## src/rtl/zvpt_ram.sv

```systemverilog
// ----------------------------------------------------------------------------
// zvpt_ram - simple dual-port table memory
// One write port, one read port with registered read data.
// ----------------------------------------------------------------------------
module zvpt_ram #(
    parameter int WIDTH = 8,
    parameter int DEPTH = 16
) (
    input  logic                     aclk,
    input  logic                     we,
    input  logic [$clog2(DEPTH)-1:0] waddr,
    input  logic [WIDTH-1:0]         wdata,
    input  logic                     re,
    input  logic [$clog2(DEPTH)-1:0] raddr,
    output logic [WIDTH-1:0]         rdata
);

    logic [WIDTH-1:0] mem [DEPTH];

    always_ff @(posedge aclk) begin
        if (we) begin
            mem[waddr] <= wdata;
        end
    end

    always_ff @(posedge aclk) begin
        if (re) begin
            rdata <= mem[raddr];
        end
    end

endmodule

```

## config.mk

```make
export PLATFORM = sky130hd
export DESIGN_NAME = zvpt_ram
export DESIGN_NICKNAME = d
export VERILOG_FILES = /design/src/rtl/zvpt_ram.sv
export SDC_FILE = /design/constraint.sdc
export NUM_CORES = 1
export LEC_CHECK = 0
export BUFFER_PORTS_ARGS = -buffer_cell sky130_fd_sc_hd__clkbuf_2
export CORE_ASPECT_RATIO = 1.25
export CORE_UTILIZATION = 54
export DETAILED_ROUTE_END_ITERATION = 7
export GPL_TIMING_DRIVEN = 0
export PLACE_DENSITY = 0.74
export SLEW_MARGIN = 30
export SYNTH_ARGS = -nofsm -noshare
export SYNTH_HDL_FRONTEND = slang
export SYNTH_SLANG_ARGS = --single-unit
```

## constraint.sdc

```tcl
create_clock -name aclk -period 1.9 [get_ports aclk]
set_input_delay 0.38 -clock aclk [delete_from_list [all_inputs] [get_ports aclk]]
set_output_delay 0.38 -clock aclk [all_outputs]
set_load 0.005 [all_outputs]
```

==> flow_summary_export.csv <==
group,metric,value,unit
clock_tree,clock_path_buffers,2,
critical_path,crit_fanout,8,
pwr,ir_drop,863,µV
placed_design,port_buffers,25,
critical_path,path_delay_family,"simple AND/OR/NAND/NOR gates",
clock_tree,post_cts.repair.setup_buffers,0,
drt,ant_nets,0,
finish,fill_cells,602,
critical_path,startpoint_type,"input port",
timing,slew-limit-headroom,0.452,
timing,worst-slew-pin-transition,819,ps
floorplan,initial_core_util,0.564,
synthesis,synth_compound_area_frac,0.0230,
worst_hold_path,hold_path_startpoint,"re",
finish,drive_gt1_frac,0.311,
synthesis,yosys.area_share.adder,0,
synthesis,synthXorXnorAreaFrac,0,
synthesis,synth.area.mux_share,0.148,
drt,vias,2370,
timing,finalClockSkew,10.7,ps
critical_path,crit_cells,3,
critical_path,arrival,1660,ps
drt,drc,0,
timing,grt_setup_unrepaired,"no",
placed_design,dp_hpwl,5900,µm
floorplan,placementRows,39,
placed_design,place_inst,377,
drt,drt_iter0_markers,222,
critical_path,path_buf_inv,1,
synthesis,synth-simple-area-share,0.0314,
synthesis,ys_seq_elements,136,
critical_path,critPathLaunch,"waddr[2]",
finish,antennaDiodeCount,0,
drt,wirelength,9380,µm
pwr,cellPowerDensity,1180,nW/µm²
finish,num-nets-final,292,
clock_tree,cts-resized-gates,0,
floorplan,die_area,10100,µm²
outcome,status,"completed",
floorplan,io_pins,27,
timing,finalSetupViolCount,0,
worst_hold_path,hp-class,"in -> reg",
timing,worst_slack,283,ps
critical_path,rr_endpoint,"rdata[1]",
timing,timing_hold_violations_final,0,
critical_path,path_cells,"clkbuf_2, or3b_2, nor2_1",
placed_design,gp_congestion,0.823,
grt,grt_max_degree,17,
critical_path,critPathCaptureType,"flip-flop",
synthesis,syn-cell-area,5230,µm²
timing,slew_viol_final,0,
timing,max_freq,619,MHz
clock_tree,numCtsBuffers,17,
synthesis,synth_top_family_by_area,"multiplexers",
critical_path,slowest_delay,640,ps
critical_path,slowest_stage,"nor2_1",
grt,grt_pass1_vias,2423,
drt,routed_via_density,5.79,
drt,first_pass_iters,5,
synthesis,synth_cell_type_count,18,
floorplan,placeableCoreArea,9270,µm²
floorplan,die_height,112,µm
clock_tree,cts-root-buf,"clkbuf_16",
drt,wl_per_cell,22.9,µm
finish,area_growth,18.3,%
clock_tree,clock_latency,420,ps
clock_tree,holdBufCountCts,0,
floorplan,die_w,90,µm
clock_tree,tritoncts,"built",
placed_design,post-place-ws,-183,ps
synthesis,yosysSeqAreaShare,0.781,
synthesis,netlist_instances,229,
clock_tree,cts.sinks,136,
flow_run,cap_violations,0,
critical_path,reg2reg_slack,320,ps
finish,layout_commonest_cell,"edfxtp_1",
critical_path,ff2ff_path_depth,3,
grt,grt_util_all_layers,0.212,
finish,layout.cells.non_filler,409,
critical_path,r2r-start,"mem[1][1]",
timing,period_needed,1620,ps
timing,layout_worst_path_cycle_share,0.851,
grt,antenna_found_initial,0,
synthesis,yosysWarnings,0,
finish,final_cell_mix,"136 x edfxtp_1, 25 x clkbuf_2, 18 x mux4_2",
grt,overflow,0,
clock_tree,htree_levels,4,
grt,grt_pass1_wl,14500,µm
critical_path,worstSetupPathType,"in -> reg",
clock_tree,path_clk_slew,60,ps
synthesis,syn-num-nets,248,
critical_path,crit_end,"mem[1][3]",
synthesis,syn_avg_cell_area,22.8,µm²
critical_path,worstPathRequired,1940,ps
pwr,cellLeakagePower,0.00208,µW
-- final cells by class --
| class | count | area (µm²) | share of cell area |
|---|---|---|---|
| Sequential cell | 136 | 4080 | 0.660 |
| Multi-Input combinational cell | 83 | 1080 | 0.174 |
| Clock buffer | 17 | 425 | 0.0688 |
| Clock inverter | 15 | 231 | 0.0374 |
| Tap cell | 123 | 154 | 0.0249 |
| Timing Repair Buffer | 25 | 125 | 0.0202 |
| Buffer | 10 | 86.3 | 0.0140 |
-- synthesized netlist by cell type (all sizes together) --
master / number / area [µm²]
nor3: 4 / 20.0
mux4: 32 / 773
nand3: 1 / 5.00
nand2: 9 / 33.8
nor2b: 1 / 6.26
or3b: 1 / 8.76
clkdlybuf4s25: 3 / 30.0
and2: 1 / 6.26
nor2: 13 / 48.8
edfxtp: 136 / 4080
a22oi: 16 / 120
buf: 7 / 56.3
and2b: 1 / 7.51
nand2b: 2 / 12.5
nand3b: 2 / 15.0
-- flip-flops by register name, summed over array words and instances (netlist names) --
signal  flops
mem       128
rdata       8
-- routing by layer --
metal,vias up,wire (µm),track usage
met1,1189,3770,0.277
met4,0,215,0.101
met3,12,620,0.0608
met2,94,4780,0.332
li1,1075,-,-
met5,-,0,0
-- stage by stage --
step,setup TNS (ps),util,total power [µW],cell area (µm²),hold slack [ps]
floorplan,0,-,3630,5230,479
global placement,-11900,0.594,3760,5510,723
detailed placement,-3970,0.596,3780,5530,740
CTS,0,0.667,7340,6180,304
global route,0,0.667,7490,6180,339
finish,0,0.667,7310,6180,312
-- power by group --
group	internal, µW	leakage [µW]	switching, µW
sequential	3380	0.00124	15.1
clock	2440	0.000316	1160
combinational	130	0.000527	184
total	5950	0.00208	1360
-- cell families (layout without fill, tap and decap cells) --
| kind of cell | after synthesis | in the layout |
|---|---|---|
| compound gates | 16 | 16 |
| buf+inv | 10 | 67 |
| flops | 136 | 136 |
| mux | 32 | 32 |
| simple gates | 35 | 35 |
-- worst min path at each step --
stage,end,slack (ps),depth (start not counted)
after floorplan,mem[0][0],480,0
after global placement,rdata[4],720,1
after detailed placement,rdata[5],740,1
after CTS,rdata[2],300,1
after global routing,rdata[6],340,1
final,rdata[2],310,1
Power figures use the tool's default switching activity.
